<file path="src/rtl/sar_pkg.sv">
// Shared types, codes and sizes of the sparse axis reduce accumulator.
package sar_pkg;

  localparam int NUM_COORDS    = 4;
  localparam int MAX_RANK      = 4;
  localparam int COORD_BITS    = 12;
  localparam int DIM_BITS      = 13;
  localparam int IN_VALUE_BITS = 32;
  localparam int INDEX_BITS    = 12;
  localparam int FUNC_BITS     = 2;
  localparam int STATUS_BITS   = 2;
  localparam int RANK_BITS     = 3;
  localparam int AXIS_BITS     = 2;
  localparam int STEP_BITS     = 2;
  localparam int ADDR_BITS     = 5;
  localparam int DATA_BITS     = 32;

  localparam int DEF_OUT_DEPTH  = 4096;
  localparam int DEF_VALUE_BITS = 32;

  // Item kinds; the unused code behaves as a plain read.
  localparam logic [FUNC_BITS-1:0] FUNC_ACCUM     = 2'd0;
  localparam logic [FUNC_BITS-1:0] FUNC_READ      = 2'd1;
  localparam logic [FUNC_BITS-1:0] FUNC_READ_ZERO = 2'd2;

  localparam logic [STATUS_BITS-1:0] STATUS_OK     = 2'd0;
  localparam logic [STATUS_BITS-1:0] STATUS_BAD    = 2'd1;
  localparam logic [STATUS_BITS-1:0] STATUS_BEYOND = 2'd2;

  // Register indexes.
  localparam logic [2:0] REG_RANK  = 3'd0;
  localparam logic [2:0] REG_AXIS  = 3'd1;
  localparam logic [2:0] REG_DIM_0 = 3'd2;
  localparam logic [2:0] REG_DIM_1 = 3'd3;
  localparam logic [2:0] REG_DIM_2 = 3'd4;
  localparam logic [2:0] REG_DIM_3 = 3'd5;

  typedef enum logic [2:0] {
    ST_CLEAR,
    ST_IDLE,
    ST_LIN,
    ST_ADDR,
    ST_RMW
  } sar_state_t;

  typedef struct packed {
    logic [RANK_BITS-1:0]                    rank;
    logic [AXIS_BITS-1:0]                    reduce_axis;
    logic [NUM_COORDS-1:0][DIM_BITS-1:0]     dim_size;
  } sar_cfg_t;

  typedef struct packed {
    logic load;
    logic step;
    logic addr;
    logic commit;
    logic clear;
  } sar_cmd_t;

  typedef struct packed {
    logic new_accum;
    logic step_last;
    logic clear_done;
    logic out_free;
  } sar_stat_t;

endpackage

</file>
<file path="src/rtl/sar_ctrl.sv">
// Controller state machine: clear pass, linearize steps, read, modify and write.
module sar_ctrl (
  input  logic                 clk,
  input  logic                 rst,
  input  logic                 in_valid,
  output logic                 in_stall,
  input  sar_pkg::sar_stat_t   stat,
  output sar_pkg::sar_cmd_t    cmd
);

  sar_pkg::sar_state_t state;
  sar_pkg::sar_state_t state_next;

  always_ff @(posedge clk) begin
    if (rst) begin
      state <= sar_pkg::ST_CLEAR;
    end else begin
      state <= state_next;
    end
  end

  always_comb begin
    state_next = state;
    cmd        = '0;
    in_stall   = 1'b1;
    case (state)
      sar_pkg::ST_CLEAR: begin
        cmd.clear = 1'b1;
        if (stat.clear_done) begin
          state_next = sar_pkg::ST_IDLE;
        end
      end
      sar_pkg::ST_IDLE: begin
        in_stall = 1'b0;
        if (in_valid) begin
          cmd.load   = 1'b1;
          state_next = stat.new_accum ? sar_pkg::ST_LIN : sar_pkg::ST_ADDR;
        end
      end
      sar_pkg::ST_LIN: begin
        cmd.step = 1'b1;
        if (stat.step_last) begin
          state_next = sar_pkg::ST_ADDR;
        end
      end
      sar_pkg::ST_ADDR: begin
        cmd.addr   = 1'b1;
        state_next = sar_pkg::ST_RMW;
      end
      sar_pkg::ST_RMW: begin
        // hold until the output register can take the result
        if (stat.out_free) begin
          cmd.commit = 1'b1;
          state_next = sar_pkg::ST_IDLE;
        end
      end
      default: begin
        state_next = sar_pkg::ST_CLEAR;
      end
    endcase
  end

endmodule

</file>
<file path="config.mk">
export PLATFORM = sky130hd
export DESIGN_NAME = sar_ctrl
export DESIGN_NICKNAME = d
export VERILOG_FILES = /design/src/rtl/sar_pkg.sv /design/src/rtl/sar_ctrl.sv
export SDC_FILE = /design/constraint.sdc
export NUM_CORES = 1
export LEC_CHECK = 0
export BUFFER_PORTS_ARGS = -buffer_cell sky130_fd_sc_hd__buf_2
export CORE_AREA = 3 3 40 42
export CTS_CLUSTER_SIZE = 25
export DETAILED_ROUTE_END_ITERATION = 16
export DIE_AREA = 0 0 43 45
export MAX_ROUTING_LAYER = met4
export PLACE_DENSITY_LB_ADDON = 0.12
export SYNTH_ARGS = -nofsm -noshare
export SYNTH_HDL_FRONTEND = slang
export SYNTH_SLANG_ARGS = --single-unit
</file>
<file path="constraint.sdc">
create_clock -name clk -period 1.7 [get_ports clk]
set_input_delay 0.34 -clock clk [delete_from_list [all_inputs] [get_ports clk]]
set_output_delay 0.34 -clock clk [all_outputs]
set_load 0.02 [all_outputs]
</file>
# After elaboration in Yosys (flattened, before gate mapping)
# Cells that the tools add are included.
# W data, S select, Z words.
[totals] output_inout_bits=6 wordCells=25 regBits=3 input_bits=7
[op_classes] n_eq_ne=8 mux=14 reduce_logical=2
[op_table] op="$pmux W3 S5" count=1
[op_table] op="$mux W3" count=4
[op_table] op="$mux W1" count=9
[op_table] op="$ne A2 B2 Y1 const B" count=4
[op_table] op="$eq A3 B2 Y1 const B" count=2
[op_table] op="$reduce_and A4 Y1" count=1
[op_table] op="$eq A3 B1 Y1 const B" count=1
[op_table] op="$eq A3 B3 Y1 const B" count=1
[op_table] op="$logic_not A3 Y1" count=1

# Longest topological paths before layout
[depth] ltp_word=3 depth_mapped=4 depth_no_buf=3

# Worst setup path after synthesis
# OpenSTA, ideal clock, no wires.
[synth_timing] path_type="register -> output" start="register state[2]" end="output cmd[1] in the netlist's numbering" setup_slack_ns=0.365 stages_incl_launch_ff=3 arrival_time_ns=0.995 path_buffers=0 required_time_ns=1.360 path_cell_list="dfxtp_1 nand2_1 nor3_1"
[synth_rtl] element="from (decl)" line_no="sar_ctrl.sv:11" source="sar_pkg::sar_state_t state;"
[synth_rtl] element="from (signal assigned)" line_no="sar_ctrl.sv:16" source="state <= sar_pkg::ST_CLEAR;"
[synth_rtl] element="from (signal assigned)" line_no="sar_ctrl.sv:18" source="state <= state_next;"
[synth_rtl] element="to (decl)" line_no="sar_ctrl.sv:8" source="output sar_pkg::sar_cmd_t cmd"

==> impl_metrics.py <==
metrics = {
    "sta": {
        "drv_slew": 0,
        "timing.setup.tns_ps": 0,
        "setup_viol": 0,
        "period_minus_slack_ps": 1510,
        "fin_skew_ps": 1.13,
        "slew_headroom": 0.789,
        "fmax_ghz": 0.662,
        "hold_viol": 0,
        "rsz0062_at_grt": "no",
        "fin_crit_sh": 0.889,
        "worst_pin_slew_ps": 316,
    },
    "layout": {
        "instances_no_fill": 53,
        "largest_reg_flops": 3,
        "area_growth_pct": 49.0,
        "diodes": 0,
        "final_nets": 46,
        "drive_gt1_frac": 0.500,
        "reg.largest.list": "state (3)",
        "top_register": "state",
    },
    "synthesis": {
        "syn_area_um2": 191,
        "synthAdderAreaFrac": 0,
        "ys_types": 14,
        "mappedNetlistNets": 30,
        "syn_avg_cell_area_um2": 8.32,
        "ys_seq_area_frac": 0.314,
        "synth_top_family_by_area": "simple AND/OR/NAND/NOR gates",
        "yosysTopAreaCell": "dfxtp_1",
        "yosys_warnings": 0,
        "synth_simple_gate_area_frac": 0.458,
        "ys_ff_latch": 3,
        "synth-compound-area-share": 0.150,
        "synth_cells": 23,
        "synth_mux_area_frac": 0,
        "synth_top_cell_area_share": 0.314,
        "synth_xor_area_frac": 0,
        "ys_top_cells_by_area": "dfxtp_1 (31%), nor3b_2 (13%), a31oi_1 (6.5%), buf_6 (5.9%), nand2_1 (5.9%)",
    },
    "route": {
        "wirelength_um": 524,
        "drc_errors": 0,
        "vias_per_cell": 4.09,
        "routedWlPerCell_um": 9.89,
        "dr.pass1.iters": 4,
        "drtIter0Drc": 4,
        "ant_nets": 0,
        "dr_total_vias": 217,
    },
    "placement": {
        "gp_congestion": 0.635,
        "portBuffers": 12,
        "dpl.cell_count": 49,
    },
    "pwr": {
        "p_per_area_mw_per_mm2": 940,
        "peakVddDrop_mv": 0.228,
        "power_leakage_nw": 0.142,
    },
    "clock_network": {
        "clk_latency_ps": 230,
        "clk_pin_slew_ps": 40,
        "cts.repair.resized": 0,
        "ctsHoldBuffers": 0,
        "cts_root_buffer": "clkbuf_4",
        "htreeDepth": 1,
        "cts_setup_buffers": 0,
        "cts_buffers": 3,
        "cts.sinks": 3,
        "cts_tree": "yes",
        "cts.path.max_buffers": 2,
    },
    "floorplanning": {
        "dieHeight_um": 45,
        "die_area_mm2": 0.00194,
        "core-area_mm2": 0.00128,
        "die_w_um": 43,
        "num_rows": 13,
        "ios": 13,
        "start_util": 0.149,
    },
    "run_status": {
        "outcome": "completed",
    },
    "setup_path": {
        "endpoint_kind": "primary output",
        "worstPathMaxFanout": 8,
        "crit_required_ps": 1360,
        "start_kind": "register",
        "arrival_ps": 1170,
        "path_class": "register to primary output",
    },
    "global_routing": {
        "antenna_found_initial": 0,
        "grt_start_max_net_pins": 10,
        "grt_pass1_wl_um": 862,
        "grt_pass1_vias": 228,
        "track_usage": 0.0651,
        "overflow": 0,
    },
    "worst_hold_path": {
        "hold_class": "input port to register",
    },
    "run": {
        "cap_viol_max_count": 0,
    },
}
==> kinds of logic (layout without fill, tap and decap cells) <==
group / after synthesis / in the layout
flip-flops: 3 / 3
AND/OR/NAND/NOR: 14 / 14
AO/OA/AOI/OAI: 4 / 4
buffers and inverters: 2 / 17
==> worst max-delay path, cell delays in order (launching register included) <==
cell	delay [ps]
dfxtp_1	490
nand2_1	110
nor3_1	150
buf_2	190
==> final cells by class <==
cell class	count	area [µm²]
flip-flops and latches	3	60.1
multi-input cells	18	116
inverters	1	3.75
clock buffers	4	26.3
well taps	15	18.8
repair buffers	12	60.1
fillers	150	1000
==> cell usage in the layout (no fill, tap or decap), types with 2 or more instances in the layout <==
master / instances
nor3_1: 2
nor2_1: 3
a31oi_1: 2
buf_2: 12
nand2_1: 3
nor3b_2: 2
clkbuf_4: 3
dfxtp_1: 3
==> metrics by stage <==
stage | utilization | power (mW) | instance area, µm² | hold WS (ps) | worst slack (ps)
after floorplan | - | 0.128 | 191 | 412 | 365
after global placement | 0.202 | 0.148 | 259 | 547 | 427
after detailed placement | 0.202 | 0.148 | 259 | 542 | 419
after CTS | 0.222 | 0.276 | 285 | 296 | 157
after global routing | 0.222 | 0.284 | 285 | 315 | 128
final | 0.222 | 0.268 | 285 | 301 | 188
==> layer usage <==
| metal | routed length (µm) | GRT usage | vias up |
|---|---|---|---|
| met5 | 0 | - | - |
| met4 | 0 | 0.0542 | 0 |
| met3 | 36 | 0.0239 | 0 |
| met2 | 281 | 0.102 | 8 |
| met1 | 206 | 0.0647 | 96 |
| li1 | - | - | 113 |
==> synthesized netlist by cell type (all sizes together) <==
master / number
a211oi: 1
a311oi: 1
a31oi: 2
and3: 1
and3b: 1
buf: 1
dfxtp: 3
inv: 1
nand2: 3
nand2b: 1
nor2: 4
nor3: 2
nor3b: 2
==> path summary, 6_finish.rpt <==
path / from / to / slack [ps] / cells after the start
worst max register to register: state[2]$_SDFFE_PP0P_ / state[0]$_SDFFE_PP0P_ / 670 / 3
worst max-delay path: state[2]$_SDFFE_PP0P_ / cmd[1] / 190 / 3
worst min-delay path: rst / state[1]$_SDFFE_PP0P_ / 300 / 2
worst min register to register: state[0]$_SDFFE_PP0P_ / state[1]$_SDFFE_PP0P_ / 640 / 2
==> report_power, final <==
| part | switching, mW | leakage [nW] | internal (mW) |
|---|---|---|---|
| registers | 0.0108 | 0.0246 | 0.0759 |
| clock network | 0.0356 | 0.0150 | 0.0879 |
| logic | 0.0332 | 0.102 | 0.0248 |
| total | 0.0796 | 0.142 | 0.189 |
No activity file was read; power rests on OpenSTA's default activity.
